===== config.mk =====
export PLATFORM = sky130hd
export DESIGN_NAME = headset_jack_button_detector_unit_flat
export DESIGN_NICKNAME = d
export VERILOG_FILES = /design/src/rtl/hjbd_pkg.sv /design/src/rtl/hjbd_if.sv /design/src/rtl/hjbd_ram.sv /design/src/rtl/hjbd_regs.sv /design/src/rtl/hjbd_ctrl.sv /design/src/rtl/hjbd_dp.sv /design/src/rtl/headset_jack_button_detector_unit.sv /design/src/flat_wrapper.sv
export SDC_FILE = /design/constraint.sdc
export NUM_CORES = 1
export LEC_CHECK = 0
export ABC_AREA = 0
export BUFFER_PORTS_ARGS = -buffer_cell sky130_fd_sc_hd__buf_2
export CORE_UTILIZATION = 30
export CTS_CLUSTER_DIAMETER = 40
export CTS_CLUSTER_SIZE = 20
export DETAILED_ROUTE_END_ITERATION = 8
export PLACE_DENSITY = 0.55
export SETUP_SLACK_MARGIN = 0.1
export SYNTH_ARGS = -nofsm -noshare
export SYNTH_HDL_FRONTEND = slang
export SYNTH_HIERARCHICAL = 1
export SYNTH_SLANG_ARGS = --single-unit

===== constraint.sdc =====
create_clock -name i_clk -period 6.35 [get_ports i_clk]
set_input_delay 1.27 -clock i_clk [delete_from_list [all_inputs] [get_ports i_clk]]
set_output_delay 1.27 -clock i_clk [all_outputs]
set_load 0.03 [all_outputs]

===== src/rtl/hjbd_pkg.sv =====
// Shared constants, types and helpers for the headset jack and button detector.
package hjbd_pkg;

    localparam int QUEUE_DEPTH = 16;
    localparam int TIMER_BITS  = 16;
    localparam int ADC_BITS    = 10;

    localparam int QAW       = (QUEUE_DEPTH > 1) ? $clog2(QUEUE_DEPTH) : 1;
    localparam int QCW       = $clog2(QUEUE_DEPTH + 1);
    localparam int DLY_BITS  = 16;
    localparam int THR_BITS  = 10;
    localparam int CMP_BITS  = (ADC_BITS > THR_BITS) ? ADC_BITS : THR_BITS;
    localparam int KIND_BITS = 3;
    localparam int APB_AW    = 5;
    localparam int APB_DW    = 32;

    localparam logic [32:0] TIMER_MAX = (33'd1 << TIMER_BITS) - 33'd1;

    localparam logic                RST_POLARITY     = 1'b0;
    localparam logic [DLY_BITS-1:0] RST_INSERT_DLY   = 16'd1000;
    localparam logic [DLY_BITS-1:0] RST_RELEASE_TO   = 16'd50;
    localparam logic [DLY_BITS-1:0] RST_DISPATCH_DLY = 16'd500;
    localparam logic [DLY_BITS-1:0] RST_AMP_DLY      = 16'd40;
    localparam logic [THR_BITS-1:0] RST_MIC_THR      = 10'h100;

    typedef enum logic [2:0] {
        REG_POLARITY     = 3'd0,
        REG_INSERT_DLY   = 3'd1,
        REG_RELEASE_TO   = 3'd2,
        REG_DISPATCH_DLY = 3'd3,
        REG_AMP_DLY      = 3'd4,
        REG_MIC_THR      = 3'd5
    } t_reg_idx;

    typedef enum logic [KIND_BITS-1:0] {
        EV_STATUS = 3'd0,
        EV_INSERT = 3'd1,
        EV_REMOVE = 3'd2,
        EV_KDOWN  = 3'd3,
        EV_KUP    = 3'd4
    } t_ev_kind;

    typedef enum logic [1:0] {
        SRC_KUP  = 2'd0,
        SRC_JACK = 2'd1,
        SRC_DISP = 2'd2,
        SRC_STAT = 2'd3
    } t_emit_src;

    typedef struct packed {
        logic                polarity;
        logic [DLY_BITS-1:0] insert_dly;
        logic [DLY_BITS-1:0] release_to;
        logic [DLY_BITS-1:0] dispatch_dly;
        logic [DLY_BITS-1:0] amp_dly;
        logic [THR_BITS-1:0] mic_thr;
    } t_cfg;

    typedef struct packed {
        logic      load_in;
        logic      eval;
        logic      wr_dn;
        logic      wr_up;
        logic      idx_adv;
        logic      emit;
        t_emit_src emit_src;
    } t_cmd;

    typedef struct packed {
        logic ev_kup;
        logic ev_jack;
        logic disp_any;
        logic disp_last;
        logic out_free;
    } t_sts;

    function automatic logic [TIMER_BITS-1:0] load_delay(input logic [DLY_BITS-1:0] v);
        logic [32:0] w;
        w = {{(33-DLY_BITS){1'b0}}, v};
        if (w == 33'd0) begin
            w = 33'd1;
        end
        if (w > TIMER_MAX) begin
            w = TIMER_MAX;
        end
        return w[TIMER_BITS-1:0];
    endfunction

endpackage


===== src/rtl/hjbd_if.sv =====
// Valid/ready channel interfaces for tick items and detector events.
interface hjbd_in_if;
    import hjbd_pkg::*;
    logic                valid;
    logic                ready;
    logic                plug_level;
    logic                button_level;
    logic                codec_on;
    logic [ADC_BITS-1:0] mic_level;

    modport source (output valid, plug_level, button_level, codec_on, mic_level, input ready);
    modport sink   (input valid, plug_level, button_level, codec_on, mic_level, output ready);
endinterface

interface hjbd_out_if;
    import hjbd_pkg::*;
    logic                 valid;
    logic                 ready;
    logic [KIND_BITS-1:0] event_kind;
    logic                 mic_flag;
    logic                 amp_enable;
    logic                 jack_inserted;
    logic                 mic_detected;
    logic                 queue_dropped;
    logic                 last;

    modport source (output valid, event_kind, mic_flag, amp_enable, jack_inserted,
                    mic_detected, queue_dropped, last, input ready);
    modport sink   (input valid, event_kind, mic_flag, amp_enable, jack_inserted,
                    mic_detected, queue_dropped, last, output ready);
endinterface


===== src/rtl/hjbd_ram.sv =====
// Generic single-port-write, single-port-read RAM with registered read data.
module hjbd_ram #(
    parameter int WIDTH = 1,
    parameter int DEPTH = 16
) (
    input  logic                                   i_clk,
    input  logic                                   i_we,
    input  logic [((DEPTH > 1) ? $clog2(DEPTH) : 1)-1:0] i_waddr,
    input  logic [WIDTH-1:0]                       i_wdata,
    input  logic [((DEPTH > 1) ? $clog2(DEPTH) : 1)-1:0] i_raddr,
    output logic [WIDTH-1:0]                       o_rdata
);
    logic [WIDTH-1:0] r_mem [DEPTH];
    logic [WIDTH-1:0] r_rdata;

    always_ff @(posedge i_clk) begin
        if (i_we) begin
            r_mem[i_waddr] <= i_wdata;
        end
        r_rdata <= r_mem[i_raddr];
    end

    assign o_rdata = r_rdata;
endmodule


===== src/rtl/hjbd_regs.sv =====
// APB-style configuration register bank.
module hjbd_regs (
    input  logic                     i_clk,
    input  logic                     i_rst_n,
    input  logic                     psel,
    input  logic                     penable,
    input  logic                     pwrite,
    input  logic [hjbd_pkg::APB_AW-1:0] paddr,
    input  logic [hjbd_pkg::APB_DW-1:0] pwdata,
    output logic [hjbd_pkg::APB_DW-1:0] prdata,
    output logic                     pready,
    output hjbd_pkg::t_cfg           o_cfg
);
    import hjbd_pkg::*;

    t_cfg     r_cfg;
    t_reg_idx idx;
    logic     wr;

    assign idx    = t_reg_idx'(paddr[4:2]);
    assign wr     = psel & penable & pwrite;
    assign pready = 1'b1;
    assign o_cfg  = r_cfg;

    always_ff @(posedge i_clk) begin
        if (!i_rst_n) begin
            r_cfg.polarity     <= RST_POLARITY;
            r_cfg.insert_dly   <= RST_INSERT_DLY;
            r_cfg.release_to   <= RST_RELEASE_TO;
            r_cfg.dispatch_dly <= RST_DISPATCH_DLY;
            r_cfg.amp_dly      <= RST_AMP_DLY;
            r_cfg.mic_thr      <= RST_MIC_THR;
        end else if (wr) begin
            case (idx)
                REG_POLARITY:     r_cfg.polarity     <= pwdata[0];
                REG_INSERT_DLY:   r_cfg.insert_dly   <= pwdata[DLY_BITS-1:0];
                REG_RELEASE_TO:   r_cfg.release_to   <= pwdata[DLY_BITS-1:0];
                REG_DISPATCH_DLY: r_cfg.dispatch_dly <= pwdata[DLY_BITS-1:0];
                REG_AMP_DLY:      r_cfg.amp_dly      <= pwdata[DLY_BITS-1:0];
                REG_MIC_THR:      r_cfg.mic_thr      <= pwdata[THR_BITS-1:0];
                default: ;
            endcase
        end
    end

    always_comb begin
        case (idx)
            REG_POLARITY:     prdata = {{(APB_DW-1){1'b0}}, r_cfg.polarity};
            REG_INSERT_DLY:   prdata = {{(APB_DW-DLY_BITS){1'b0}}, r_cfg.insert_dly};
            REG_RELEASE_TO:   prdata = {{(APB_DW-DLY_BITS){1'b0}}, r_cfg.release_to};
            REG_DISPATCH_DLY: prdata = {{(APB_DW-DLY_BITS){1'b0}}, r_cfg.dispatch_dly};
            REG_AMP_DLY:      prdata = {{(APB_DW-DLY_BITS){1'b0}}, r_cfg.amp_dly};
            REG_MIC_THR:      prdata = {{(APB_DW-THR_BITS){1'b0}}, r_cfg.mic_thr};
            default:          prdata = '0;
        endcase
    end
endmodule


===== src/rtl/hjbd_ctrl.sv =====
// Tick sequencer: accept, evaluate, queue writes, then event emission.
module hjbd_ctrl (
    input  logic           i_clk,
    input  logic           i_rst_n,
    input  logic           i_in_valid,
    output logic           o_in_ready,
    input  hjbd_pkg::t_sts i_sts,
    output hjbd_pkg::t_cmd o_cmd
);
    import hjbd_pkg::*;

    typedef enum logic [3:0] {
        ST_IDLE,
        ST_EVAL,
        ST_WR_DN,
        ST_WR_UP,
        ST_DPRE,
        ST_KUP,
        ST_JACK,
        ST_DISP,
        ST_STAT
    } t_state;

    t_state r_state;
    t_state n_state;

    always_comb begin
        n_state    = r_state;
        o_cmd      = '0;
        o_in_ready = 1'b0;
        case (r_state)
            ST_IDLE: begin
                o_in_ready = 1'b1;
                if (i_in_valid) begin
                    o_cmd.load_in = 1'b1;
                    n_state       = ST_EVAL;
                end
            end
            ST_EVAL: begin
                o_cmd.eval = 1'b1;
                n_state    = ST_WR_DN;
            end
            ST_WR_DN: begin
                o_cmd.wr_dn = 1'b1;
                n_state     = ST_WR_UP;
            end
            ST_WR_UP: begin
                o_cmd.wr_up = 1'b1;
                n_state     = ST_DPRE;
            end
            ST_DPRE: begin
                if (i_sts.ev_kup) begin
                    n_state = ST_KUP;
                end else if (i_sts.ev_jack) begin
                    n_state = ST_JACK;
                end else if (i_sts.disp_any) begin
                    n_state = ST_DISP;
                end else begin
                    n_state = ST_STAT;
                end
            end
            ST_KUP: begin
                if (i_sts.out_free) begin
                    o_cmd.emit     = 1'b1;
                    o_cmd.emit_src = SRC_KUP;
                    if (i_sts.ev_jack) begin
                        n_state = ST_JACK;
                    end else if (i_sts.disp_any) begin
                        n_state = ST_DISP;
                    end else begin
                        n_state = ST_STAT;
                    end
                end
            end
            ST_JACK: begin
                if (i_sts.out_free) begin
                    o_cmd.emit     = 1'b1;
                    o_cmd.emit_src = SRC_JACK;
                    n_state        = i_sts.disp_any ? ST_DISP : ST_STAT;
                end
            end
            ST_DISP: begin
                if (i_sts.out_free) begin
                    o_cmd.emit     = 1'b1;
                    o_cmd.emit_src = SRC_DISP;
                    o_cmd.idx_adv  = 1'b1;
                    if (i_sts.disp_last) begin
                        n_state = ST_STAT;
                    end
                end
            end
            ST_STAT: begin
                if (i_sts.out_free) begin
                    o_cmd.emit     = 1'b1;
                    o_cmd.emit_src = SRC_STAT;
                    n_state        = ST_IDLE;
                end
            end
            default: n_state = ST_IDLE;
        endcase
    end

    always_ff @(posedge i_clk) begin
        if (!i_rst_n) begin
            r_state <= ST_IDLE;
        end else begin
            r_state <= n_state;
        end
    end
endmodule


===== src/rtl/hjbd_dp.sv =====
// Detector datapath: tick state, timers, key event queue and output register.
module hjbd_dp (
    input  logic                           i_clk,
    input  logic                           i_rst_n,
    input  hjbd_pkg::t_cfg                 i_cfg,
    input  hjbd_pkg::t_cmd                 i_cmd,
    output hjbd_pkg::t_sts                 o_sts,
    input  logic                           i_plug_level,
    input  logic                           i_button_level,
    input  logic                           i_codec_on,
    input  logic [hjbd_pkg::ADC_BITS-1:0]  i_mic_level,
    output logic                           o_out_valid,
    input  logic                           i_out_ready,
    output logic [hjbd_pkg::KIND_BITS-1:0] o_event_kind,
    output logic                           o_mic_flag,
    output logic                           o_amp_enable,
    output logic                           o_jack_inserted,
    output logic                           o_mic_detected,
    output logic                           o_queue_dropped,
    output logic                           o_last
);
    import hjbd_pkg::*;

    localparam logic [TIMER_BITS-1:0] T_ONE = TIMER_BITS'(1);
    localparam logic [TIMER_BITS-1:0] T_ZERO = '0;
    localparam logic [QCW-1:0] Q_FULL = QCW'(QUEUE_DEPTH);
    localparam logic [QCW-1:0] Q_ONE  = QCW'(1);

    // tick inputs
    logic                r_plug, r_button, r_codec;
    logic [ADC_BITS-1:0] r_mic_level;

    // persistent state
    logic r_plug_prev, r_button_prev, r_audio_on, r_inserted, r_mic_on, r_pressed, r_amp_on;
    logic n_plug_prev, n_button_prev, n_audio_on, n_inserted, n_mic_on, n_pressed, n_amp_on;
    logic [TIMER_BITS-1:0] r_ins_t, r_rel_t, r_disp_t, r_amp_t;
    logic [TIMER_BITS-1:0] n_ins_t, n_rel_t, n_disp_t, n_amp_t;
    logic [QCW-1:0] r_qc, n_qc;
    logic r_dropped, n_dropped;

    // per-tick event plan
    logic r_ev_kup, n_ev_kup, r_ev_jack, n_ev_jack;
    logic r_wr_dn, n_wr_dn, r_wr_up, n_wr_up;
    logic [QAW-1:0] r_dn_addr, n_dn_addr, r_up_addr, n_up_addr;
    logic [QCW-1:0] r_disp_n, n_disp_n, r_idx, n_idx;
    t_ev_kind r_jack_kind, n_jack_kind;
    logic r_jack_mic, n_jack_mic;

    // output register
    logic                 r_out_valid, n_out_valid;
    logic [KIND_BITS-1:0] r_out_kind, n_out_kind;
    logic                 r_out_mic, n_out_mic, r_out_last, n_out_last;
    logic                 r_out_amp, r_out_ins, r_out_micp, r_out_drop;

    logic ins_now, fire_i, fire_r, fire_d, fire_a, out_free;
    logic ram_we, ram_wdata, ram_rdata;
    logic [QAW-1:0] ram_waddr;

    assign ins_now  = ~r_plug ^ i_cfg.polarity;
    assign out_free = ~r_out_valid | i_out_ready;

    always_comb begin
        n_plug_prev   = r_plug_prev;
        n_button_prev = r_button_prev;
        n_audio_on    = r_audio_on;
        n_inserted    = r_inserted;
        n_mic_on      = r_mic_on;
        n_pressed     = r_pressed;
        n_amp_on      = r_amp_on;
        n_ins_t       = r_ins_t;
        n_rel_t       = r_rel_t;
        n_disp_t      = r_disp_t;
        n_amp_t       = r_amp_t;
        n_qc          = r_qc;
        n_dropped     = r_dropped;
        n_ev_kup      = r_ev_kup;
        n_ev_jack     = r_ev_jack;
        n_wr_dn       = r_wr_dn;
        n_wr_up       = r_wr_up;
        n_dn_addr     = r_dn_addr;
        n_up_addr     = r_up_addr;
        n_disp_n      = r_disp_n;
        n_jack_kind   = r_jack_kind;
        n_jack_mic    = r_jack_mic;
        n_idx         = r_idx;
        fire_i        = 1'b0;
        fire_r        = 1'b0;
        fire_d        = 1'b0;
        fire_a        = 1'b0;

        if (i_cmd.eval) begin
            n_dropped   = 1'b0;
            n_ev_kup    = 1'b0;
            n_ev_jack   = 1'b0;
            n_wr_dn     = 1'b0;
            n_wr_up     = 1'b0;
            n_disp_n    = '0;
            n_idx       = '0;
            n_jack_kind = EV_INSERT;
            n_jack_mic  = 1'b0;

            if (r_codec != r_audio_on) begin
                n_audio_on = r_codec;
                if (r_codec) begin
                    n_amp_t = load_delay(i_cfg.amp_dly);
                end else begin
                    n_amp_t  = T_ZERO;
                    n_amp_on = 1'b0;
                end
            end

            if (r_plug != r_plug_prev) begin
                n_plug_prev = r_plug;
                n_ins_t     = load_delay(i_cfg.insert_dly);
            end

            if (r_button != r_button_prev) begin
                n_button_prev = r_button;
                n_rel_t       = load_delay(i_cfg.release_to);
                if (!r_pressed) begin
                    n_pressed = 1'b1;
                    if (n_qc < Q_FULL) begin
                        n_wr_dn   = 1'b1;
                        n_dn_addr = n_qc[QAW-1:0];
                        n_qc      = n_qc + Q_ONE;
                    end else begin
                        n_dropped = 1'b1;
                    end
                    n_disp_t = load_delay(i_cfg.dispatch_dly);
                end
            end

            fire_i = (n_ins_t == T_ONE);
            if (n_ins_t != T_ZERO) begin
                n_ins_t = n_ins_t - T_ONE;
            end
            if (fire_i && (ins_now != r_inserted)) begin
                n_ev_jack = 1'b1;
                if (ins_now) begin
                    n_mic_on    = (CMP_BITS'(r_mic_level) >= CMP_BITS'(i_cfg.mic_thr));
                    n_amp_on    = n_audio_on;
                    n_jack_kind = EV_INSERT;
                    n_jack_mic  = n_mic_on;
                end else begin
                    n_jack_mic  = r_mic_on;
                    n_mic_on    = 1'b0;
                    n_amp_on    = 1'b0;
                    n_ev_kup    = n_pressed;
                    n_jack_kind = EV_REMOVE;
                    n_pressed   = 1'b0;
                end
                n_inserted = ins_now;
            end

            fire_r = (n_rel_t == T_ONE);
            if (n_rel_t != T_ZERO) begin
                n_rel_t = n_rel_t - T_ONE;
            end
            if (fire_r && n_pressed) begin
                n_pressed = 1'b0;
                if (n_qc < Q_FULL) begin
                    n_wr_up   = 1'b1;
                    n_up_addr = n_qc[QAW-1:0];
                    n_qc      = n_qc + Q_ONE;
                end else begin
                    n_dropped = 1'b1;
                end
                n_disp_t = load_delay(i_cfg.dispatch_dly);
            end

            fire_d = (n_disp_t == T_ONE);
            if (n_disp_t != T_ZERO) begin
                n_disp_t = n_disp_t - T_ONE;
            end
            if (fire_d) begin
                if (n_inserted && n_mic_on && ins_now) begin
                    n_disp_n = n_qc;
                end
                n_qc = '0;
            end

            fire_a = (n_amp_t == T_ONE);
            if (n_amp_t != T_ZERO) begin
                n_amp_t = n_amp_t - T_ONE;
            end
            if (fire_a) begin
                n_amp_on = n_audio_on & n_inserted;
            end
        end

        if (i_cmd.idx_adv) begin
            n_idx = r_idx + Q_ONE;
        end
    end

    always_comb begin
        n_out_valid = r_out_valid;
        n_out_kind  = r_out_kind;
        n_out_mic   = r_out_mic;
        n_out_last  = r_out_last;
        if (i_cmd.emit) begin
            n_out_valid = 1'b1;
            n_out_mic   = 1'b0;
            n_out_last  = 1'b0;
            case (i_cmd.emit_src)
                SRC_KUP:  n_out_kind = EV_KUP;
                SRC_JACK: begin
                    n_out_kind = r_jack_kind;
                    n_out_mic  = r_jack_mic;
                end
                SRC_DISP: n_out_kind = ram_rdata ? EV_KDOWN : EV_KUP;
                SRC_STAT: begin
                    n_out_kind = EV_STATUS;
                    n_out_last = 1'b1;
                end
                default:  n_out_kind = EV_STATUS;
            endcase
        end else if (i_out_ready) begin
            n_out_valid = 1'b0;
        end
    end

    assign ram_we    = (i_cmd.wr_dn & r_wr_dn) | (i_cmd.wr_up & r_wr_up);
    assign ram_waddr = i_cmd.wr_up ? r_up_addr : r_dn_addr;
    assign ram_wdata = i_cmd.wr_dn;

    hjbd_ram #(
        .WIDTH (1),
        .DEPTH (QUEUE_DEPTH)
    ) u_queue (
        .i_clk   (i_clk),
        .i_we    (ram_we),
        .i_waddr (ram_waddr),
        .i_wdata (ram_wdata),
        .i_raddr (n_idx[QAW-1:0]),
        .o_rdata (ram_rdata)
    );

    always_ff @(posedge i_clk) begin
        if (!i_rst_n) begin
            r_plug_prev   <= 1'b0;
            r_button_prev <= 1'b0;
            r_audio_on    <= 1'b0;
            r_inserted    <= 1'b0;
            r_mic_on      <= 1'b0;
            r_pressed     <= 1'b0;
            r_amp_on      <= 1'b0;
            r_ins_t       <= T_ONE;
            r_rel_t       <= T_ZERO;
            r_disp_t      <= T_ZERO;
            r_amp_t       <= T_ZERO;
            r_qc          <= '0;
            r_dropped     <= 1'b0;
            r_ev_kup      <= 1'b0;
            r_ev_jack     <= 1'b0;
            r_wr_dn       <= 1'b0;
            r_wr_up       <= 1'b0;
            r_disp_n      <= '0;
            r_idx         <= '0;
            r_out_valid   <= 1'b0;
        end else begin
            r_plug_prev   <= n_plug_prev;
            r_button_prev <= n_button_prev;
            r_audio_on    <= n_audio_on;
            r_inserted    <= n_inserted;
            r_mic_on      <= n_mic_on;
            r_pressed     <= n_pressed;
            r_amp_on      <= n_amp_on;
            r_ins_t       <= n_ins_t;
            r_rel_t       <= n_rel_t;
            r_disp_t      <= n_disp_t;
            r_amp_t       <= n_amp_t;
            r_qc          <= n_qc;
            r_dropped     <= n_dropped;
            r_ev_kup      <= n_ev_kup;
            r_ev_jack     <= n_ev_jack;
            r_wr_dn       <= n_wr_dn;
            r_wr_up       <= n_wr_up;
            r_disp_n      <= n_disp_n;
            r_idx         <= n_idx;
            r_out_valid   <= n_out_valid;
        end
    end

    always_ff @(posedge i_clk) begin
        if (i_cmd.load_in) begin
            r_plug      <= i_plug_level;
            r_button    <= i_button_level;
            r_codec     <= i_codec_on;
            r_mic_level <= i_mic_level;
        end
        r_dn_addr   <= n_dn_addr;
        r_up_addr   <= n_up_addr;
        r_jack_kind <= n_jack_kind;
        r_jack_mic  <= n_jack_mic;
        r_out_kind  <= n_out_kind;
        r_out_mic   <= n_out_mic;
        r_out_last  <= n_out_last;
        if (i_cmd.emit) begin
            r_out_amp  <= r_amp_on;
            r_out_ins  <= r_inserted;
            r_out_micp <= r_mic_on;
            r_out_drop <= r_dropped;
        end
    end

    assign o_sts.ev_kup    = r_ev_kup;
    assign o_sts.ev_jack   = r_ev_jack;
    assign o_sts.disp_any  = (r_disp_n != '0);
    assign o_sts.disp_last = ((r_idx + Q_ONE) == r_disp_n);
    assign o_sts.out_free  = out_free;

    assign o_out_valid     = r_out_valid;
    assign o_event_kind    = r_out_kind;
    assign o_mic_flag      = r_out_mic;
    assign o_amp_enable    = r_out_amp;
    assign o_jack_inserted = r_out_ins;
    assign o_mic_detected  = r_out_micp;
    assign o_queue_dropped = r_out_drop;
    assign o_last          = r_out_last;
endmodule


===== src/rtl/headset_jack_button_detector_unit.sv =====
// Top level of the headset jack and answer-button detector.
//
//  channel   dir   handshake      payload
//  i_item    in    valid/ready    plug_level, button_level, codec_on, mic_level
//  o_evt     out   valid/ready    event_kind, mic_flag, amp_enable, jack_inserted,
//                                 mic_detected, queue_dropped, last
//  apb       in    psel/penable   paddr, pwdata, prdata (register i at 4*i)
//
// A tick is accepted, evaluated and given its queue writes, then its results are emitted in
// order (key up, jack event, each dispatched key event, closing status).
// Dispatch reads the key event queue RAM one entry per cycle while the output is free.
// The next tick is taken once the status transaction is loaded into the output register.
// Synchronous active-low reset; output stalls hold the sequencer in its emit state.
module headset_jack_button_detector_unit (
    input  logic                        i_clk,
    input  logic                        i_rst_n,
    hjbd_in_if.sink                     i_item,
    hjbd_out_if.source                  o_evt,
    input  logic                        psel,
    input  logic                        penable,
    input  logic                        pwrite,
    input  logic [hjbd_pkg::APB_AW-1:0] paddr,
    input  logic [hjbd_pkg::APB_DW-1:0] pwdata,
    output logic [hjbd_pkg::APB_DW-1:0] prdata,
    output logic                        pready
);
    import hjbd_pkg::*;

    t_cfg cfg;
    t_cmd cmd;
    t_sts sts;
    logic in_ready;

    assign i_item.ready = in_ready;

    hjbd_regs u_regs (
        .i_clk   (i_clk),
        .i_rst_n (i_rst_n),
        .psel    (psel),
        .penable (penable),
        .pwrite  (pwrite),
        .paddr   (paddr),
        .pwdata  (pwdata),
        .prdata  (prdata),
        .pready  (pready),
        .o_cfg   (cfg)
    );

    hjbd_ctrl u_ctrl (
        .i_clk      (i_clk),
        .i_rst_n    (i_rst_n),
        .i_in_valid (i_item.valid),
        .o_in_ready (in_ready),
        .i_sts      (sts),
        .o_cmd      (cmd)
    );

    hjbd_dp u_dp (
        .i_clk           (i_clk),
        .i_rst_n         (i_rst_n),
        .i_cfg           (cfg),
        .i_cmd           (cmd),
        .o_sts           (sts),
        .i_plug_level    (i_item.plug_level),
        .i_button_level  (i_item.button_level),
        .i_codec_on      (i_item.codec_on),
        .i_mic_level     (i_item.mic_level),
        .o_out_valid     (o_evt.valid),
        .i_out_ready     (o_evt.ready),
        .o_event_kind    (o_evt.event_kind),
        .o_mic_flag      (o_evt.mic_flag),
        .o_amp_enable    (o_evt.amp_enable),
        .o_jack_inserted (o_evt.jack_inserted),
        .o_mic_detected  (o_evt.mic_detected),
        .o_queue_dropped (o_evt.queue_dropped),
        .o_last          (o_evt.last)
    );
endmodule


===== src/flat_wrapper.sv =====
// flat-port wrapper written by rule: the top's interface ports become plain ports
module headset_jack_button_detector_unit_flat import hjbd_pkg::*;
  (i_clk, i_rst_n, psel, penable, pwrite, paddr, pwdata, prdata, pready, i_item_valid, i_item_plug_level, i_item_button_level, i_item_codec_on, i_item_mic_level, i_item_ready, o_evt_valid, o_evt_event_kind, o_evt_mic_flag, o_evt_amp_enable, o_evt_jack_inserted, o_evt_mic_detected, o_evt_queue_dropped, o_evt_last, o_evt_ready);
  hjbd_in_if i_item_i ();
  hjbd_out_if o_evt_i ();
  input  logic i_clk;
  input  logic i_rst_n;
  input  logic psel;
  input  logic penable;
  input  logic pwrite;
  input  logic [hjbd_pkg::APB_AW-1:0] paddr;
  input  logic [hjbd_pkg::APB_DW-1:0] pwdata;
  output logic [hjbd_pkg::APB_DW-1:0] prdata;
  output logic pready;
  input wire logic [$bits(i_item_i.valid)-1:0] i_item_valid;
  input wire logic [$bits(i_item_i.plug_level)-1:0] i_item_plug_level;
  input wire logic [$bits(i_item_i.button_level)-1:0] i_item_button_level;
  input wire logic [$bits(i_item_i.codec_on)-1:0] i_item_codec_on;
  input wire logic [$bits(i_item_i.mic_level)-1:0] i_item_mic_level;
  output wire logic [$bits(i_item_i.ready)-1:0] i_item_ready;
  output wire logic [$bits(o_evt_i.valid)-1:0] o_evt_valid;
  output wire logic [$bits(o_evt_i.event_kind)-1:0] o_evt_event_kind;
  output wire logic [$bits(o_evt_i.mic_flag)-1:0] o_evt_mic_flag;
  output wire logic [$bits(o_evt_i.amp_enable)-1:0] o_evt_amp_enable;
  output wire logic [$bits(o_evt_i.jack_inserted)-1:0] o_evt_jack_inserted;
  output wire logic [$bits(o_evt_i.mic_detected)-1:0] o_evt_mic_detected;
  output wire logic [$bits(o_evt_i.queue_dropped)-1:0] o_evt_queue_dropped;
  output wire logic [$bits(o_evt_i.last)-1:0] o_evt_last;
  input wire logic [$bits(o_evt_i.ready)-1:0] o_evt_ready;
  assign i_item_i.valid = i_item_valid;
  assign i_item_i.plug_level = i_item_plug_level;
  assign i_item_i.button_level = i_item_button_level;
  assign i_item_i.codec_on = i_item_codec_on;
  assign i_item_i.mic_level = i_item_mic_level;
  assign i_item_ready = i_item_i.ready;
  assign o_evt_valid = o_evt_i.valid;
  assign o_evt_event_kind = o_evt_i.event_kind;
  assign o_evt_mic_flag = o_evt_i.mic_flag;
  assign o_evt_amp_enable = o_evt_i.amp_enable;
  assign o_evt_jack_inserted = o_evt_i.jack_inserted;
  assign o_evt_mic_detected = o_evt_i.mic_detected;
  assign o_evt_queue_dropped = o_evt_i.queue_dropped;
  assign o_evt_last = o_evt_i.last;
  assign o_evt_i.ready = o_evt_ready;
  headset_jack_button_detector_unit u_core (.i_clk(i_clk), .i_rst_n(i_rst_n), .i_item(i_item_i), .o_evt(o_evt_i), .psel(psel), .penable(penable), .pwrite(pwrite), .paddr(paddr), .pwdata(pwdata), .prdata(prdata), .pready(pready));
endmodule

==> run_summary.xml <==
<?xml version="1.0" encoding="UTF-8"?>
<metrics>
  <group name="floorplan">
    <metric name="rows" unit="">76</metric>
    <metric name="floorplan.io_pins" unit="">101</metric>
    <metric name="floorplan.die_area" unit="µm²">44400</metric>
    <metric name="initial_core_util" unit="">0.304</metric>
    <metric name="die-width" unit="µm">211</metric>
    <metric name="die-height" unit="µm">211</metric>
    <metric name="core_area" unit="µm²">43000</metric>
  </group>
  <group name="detailed_routing">
    <metric name="drt-total-wl" unit="mm">38.3</metric>
    <metric name="first_pass_drt_iterations" unit="">5</metric>
    <metric name="drtAntennaViolNets" unit="">0</metric>
    <metric name="routed_wire_length_per_instance" unit="µm">17.8</metric>
    <metric name="dr_total_vias" unit="">11500</metric>
    <metric name="remaining_drc_errors" unit="">0</metric>
    <metric name="via_per_inst" unit="">5.33</metric>
    <metric name="drt_iter0_markers" unit="">928</metric>
  </group>
  <group name="cts">
    <metric name="tritoncts_num_sinks" unit="">221</metric>
    <metric name="postCtsResizedCells" unit="">0</metric>
    <metric name="clockBufferDepth" unit="">3</metric>
    <metric name="clock-root-buffer" unit="">sky130_fd_sc_hd__clkbuf_16</metric>
    <metric name="later_pin_clock_latency_in_the_skew_report" unit="ps">570</metric>
    <metric name="cts_inserted_buffers" unit="">44</metric>
    <metric name="cts_max_level" unit="">2</metric>
    <metric name="tritoncts" unit="">done</metric>
    <metric name="post_cts.repair.setup_buffers" unit="">0</metric>
    <metric name="cts_hold_repair.buffers" unit="">0</metric>
    <metric name="clock_slew_seen_by_the_registers_of_the_worst_setup_and_hold_paths" unit="ps">60</metric>
  </group>
  <group name="sta">
    <metric name="setup_viol_count_final" unit="">0</metric>
    <metric name="number_of_pins_with_negative_max_slew_slack_in_the_final_report" unit="">0</metric>
    <metric name="slew_headroom" unit="">0.312</metric>
    <metric name="finalCritPeriodShare" unit="">0.822</metric>
    <metric name="timing.final.crit_period" unit="ps">5220</metric>
    <metric name="worst_slack" unit="ps">1130</metric>
    <metric name="fin_tns_setup" unit="ps">0</metric>
    <metric name="hold_viol" unit="">0</metric>
    <metric name="holdWs" unit="ps">450</metric>
    <metric name="tightestPinTransition" unit="ps">1030</metric>
    <metric name="rsz0062_at_grt" unit="">false</metric>
    <metric name="fmaxAchievable" unit="GHz">0.192</metric>
    <metric name="worst_clk_skew" unit="ps">38.4</metric>
  </group>
  <group name="logic_synthesis">
    <metric name="yosys.cell_types.count" unit="">96</metric>
    <metric name="synth_seq_area_share" unit="">0.376</metric>
    <metric name="yosys.area.top_type_share" unit="">0.264</metric>
    <metric name="synth.largest_area_cell" unit="">sky130_fd_sc_hd__dfxtp_1</metric>
    <metric name="ys_async_sr_fraction" unit="">0</metric>
    <metric name="synthesis.yosys.warnings" unit="">6</metric>
    <metric name="synthesis.instances" unit="">1505</metric>
    <metric name="synth_ff_type" unit="">sky130_fd_sc_hd__dfxtp_1</metric>
    <metric name="netlist_top_cells_area" unit="">sky130_fd_sc_hd__dfxtp_1 (26%), sky130_fd_sc_hd__edfxtp_1 (11%), sky130_fd_sc_hd__mux2i_1 (9.2%)</metric>
    <metric name="synthesis.area" unit="µm²">13100</metric>
    <metric name="synth-edff-count" unit="">49</metric>
    <metric name="ys_ff_latch" unit="">221</metric>
    <metric name="synth_area_per_cell" unit="µm²">8.68</metric>
  </group>
  <group name="finish">
    <metric name="leading_cell_types_in_the_layout_fill_and_taps_excluded" unit="">sky130_fd_sc_hd__nand2_1 (189), sky130_fd_sc_hd__dfxtp_1 (172), sky130_fd_sc_hd__mux2i_1 (120)</metric>
    <metric name="area.growth.synth_to_final" unit="%">17.9</metric>
    <metric name="fillerInstances" unit="">4445</metric>
    <metric name="final_common_cell" unit="">sky130_fd_sc_hd__nand2_1</metric>
    <metric name="number_of_inserted_diodes" unit="">0</metric>
    <metric name="total_nets_final" unit="">1622</metric>
    <metric name="post_route_cells_drive_above_1_share" unit="">0.131</metric>
  </group>
  <group name="run_status">
    <metric name="status" unit="">finished, final reports clean</metric>
  </group>
  <group name="worst_setup_path">
    <metric name="worst-setup-path-type" unit="">reg -&gt; reg</metric>
    <metric name="setup.worst_path.start_class" unit="">register</metric>
    <metric name="required_time_reported_for_the_critical_path_endpoint" unit="ps">6830</metric>
    <metric name="worst_setup_path_end_kind" unit="">register</metric>
    <metric name="worstPathMaxFanout" unit="">16</metric>
    <metric name="timing.rr.end" unit="">u_core/u_dp/r_disp_t[4]$_SDFFE_PN0P_</metric>
    <metric name="r2r_setup_slack" unit="ps">1130</metric>
    <metric name="worstReg2RegStart" unit="">u_core/u_dp/r_button$_DFFE_PP_</metric>
    <metric name="critPathArrivalTime" unit="ps">5700</metric>
    <metric name="ff2ff_path_depth" unit="">15</metric>
  </group>
  <group name="run">
    <metric name="max-cap-violations" unit="">0</metric>
  </group>
  <group name="pwr">
    <metric name="max-vdd-ir-drop" unit="mV">0.197</metric>
    <metric name="cellPowerDensity" unit="nW/µm²">348</metric>
    <metric name="leakagePower" unit="nW">5.91</metric>
  </group>
  <group name="worst_hold_path">
    <metric name="timing.hold.worst.start" unit="">u_core/u_dp/r_rel_t[11]$_SDFFE_PN0P_</metric>
    <metric name="worstHoldPathType" unit="">reg -&gt; reg</metric>
    <metric name="hold_path_depth" unit="">2</metric>
    <metric name="hold_endpoint" unit="">u_core/u_dp/r_rel_t[11]$_SDFFE_PN0P_</metric>
  </group>
  <group name="placement">
    <metric name="place.port_buffers" unit="">65</metric>
    <metric name="gp_congestion" unit="">0.854</metric>
    <metric name="detailedPlace.worstSlack" unit="ps">1260</metric>
    <metric name="post_dp_hpwl" unit="mm">26.7</metric>
  </group>
  <group name="global_routing">
    <metric name="globalRoute.totalOverflow" unit="">0</metric>
    <metric name="grt_pass1_wl" unit="mm">60.8</metric>
    <metric name="maximum_number_of_pins_on_one_net_before_global_route_repair" unit="">81</metric>
    <metric name="overall_global_routing_resource_usage" unit="">0.174</metric>
    <metric name="grt_pass1_vias" unit="">10900</metric>
    <metric name="antenna_found_initial" unit="">0</metric>
  </group>
</metrics>
==> state kept, by name, summed over array words and instances, names as in the netlist, 4 cells and up <==
name / count
u_core/u_dp/r_up_addr: 4
u_core/u_dp/r_dn_addr: 4
u_core/u_dp/r_qc: 5
u_core/u_regs/o_cfg: 75
u_core/u_dp/r_idx: 5
u_core/u_dp/r_disp_t: 16
u_core/u_dp/r_ins_t: 16
u_core/u_dp/r_rel_t: 16
u_core/u_dp/r_amp_t: 16
u_core/u_ctrl/r_state: 4
u_core/u_dp/u_queue/r_mem: 16
u_core/u_dp/r_disp_n: 5
u_core/u_dp/r_mic_level: 10
==> worst max path at each step <==
stage / start / endpoint / slack (ps)
floorplan: u_core/u_dp/r_plug$_DFFE_PP_ / u_core/u_dp/r_disp_t[4]$_SDFFE_PN0P_ / 1590
global placement: u_core/u_dp/r_button$_DFFE_PP_ / u_core/u_dp/r_disp_t[4]$_SDFFE_PN0P_ / 1320
detailed placement: u_core/u_dp/r_button$_DFFE_PP_ / u_core/u_dp/r_disp_t[4]$_SDFFE_PN0P_ / 1260
CTS: u_core/u_dp/r_button$_DFFE_PP_ / u_core/u_dp/r_disp_t[4]$_SDFFE_PN0P_ / 1230
global route: u_core/u_dp/r_button$_DFFE_PP_ / u_core/u_dp/r_disp_t[4]$_SDFFE_PN0P_ / 770
finish: u_core/u_dp/r_button$_DFFE_PP_ / u_core/u_dp/r_disp_t[4]$_SDFFE_PN0P_ / 1130
==> metrics by stage <==
step           area, µm²   util  instances  total power, mW
6_report           15400  0.358       2159             5.35
2_1_floorplan      13100      -       1520             2.57
3_3_place_gp       13800  0.321       2077             2.84
5_1_grt            15400  0.358       2159             5.62
3_5_place_dp       13800  0.321       2077             2.86
4_1_cts            15400  0.358       2159             5.39
==> critical path, cell delays in order (launching register included) <==
cell and delay [ps]:
sky130_fd_sc_hd__edfxtp_1 460, sky130_fd_sc_hd__xor2_2 680, sky130_fd_sc_hd__mux2i_1 530, sky130_fd_sc_hd__ha_1 250, sky130_fd_sc_hd__o21ai_0 110, sky130_fd_sc_hd__a221oi_1 650
sky130_fd_sc_hd__a21oi_2 130, sky130_fd_sc_hd__or3_1 370, sky130_fd_sc_hd__o21ai_1 200, sky130_fd_sc_hd__ha_1 260, sky130_fd_sc_hd__nand3_1 90, sky130_fd_sc_hd__a211o_1 320
sky130_fd_sc_hd__o211ai_2 210, sky130_fd_sc_hd__nor2b_1 260, sky130_fd_sc_hd__or4_1 450, sky130_fd_sc_hd__a31oi_1 180
==> logic make-up after synthesis <==
family,share of synthesized area
AO/OA/AOI/OAI,0.185
XOR/XNOR,0.0215
adder cells (fa/ha/maj),0.0259
buffers and inverters,0.0550
flip-flops,0.376
multiplexers,0.122
other,0.000575
AND/OR/NAND/NOR,0.214
==> synth_stat cells, types with 22 or more instances <==
cell and n:
sky130_fd_sc_hd__dfxtp_1 172, sky130_fd_sc_hd__ha_1 27, sky130_fd_sc_hd__a21oi_1 83, sky130_fd_sc_hd__clkbuf_1 64, sky130_fd_sc_hd__mux2i_1 120, sky130_fd_sc_hd__a22oi_1 22
sky130_fd_sc_hd__o21ai_0 72, sky130_fd_sc_hd__inv_1 39, sky130_fd_sc_hd__and2_1 23, sky130_fd_sc_hd__edfxtp_1 49, sky130_fd_sc_hd__buf_4 25, sky130_fd_sc_hd__nor3_1 48
sky130_fd_sc_hd__nand2_1 189, sky130_fd_sc_hd__nor2_1 109, sky130_fd_sc_hd__nand3_1 38
==> cell type report <==
cell class,count,area (µm²),share of cell area
Clock buffer,48,1180,0.0766
Clock inverter,34,442,0.0287
Inverter,41,154,0.0100
Multi-Input combinational cell,1147,7510,0.488
Sequential cell,221,4910,0.319
Tap cell,585,732,0.0475
Timing Repair Buffer,83,463,0.0301
==> power breakdown <==
part | switching, mW | internal [mW]
Sequential | 0.0886 | 1.54
Clock | 0.872 | 1.62
Combinational | 0.801 | 0.434
Total | 1.76 | 3.59
==> per-layer routing <==
| layer | part of all wire | vias to the layer above | global-route usage |
|---|---|---|---|
| met3 | 0.065 | 58 | 0.0401 |
| met5 | 0 | - | 0 |
| met4 | 0.023 | 0 | 0.0535 |
| li1 | - | 5588 | - |
| met2 | 0.45 | 335 | 0.276 |
| met1 | 0.46 | 5533 | 0.234 |
(Power assumes the default switching activity.)
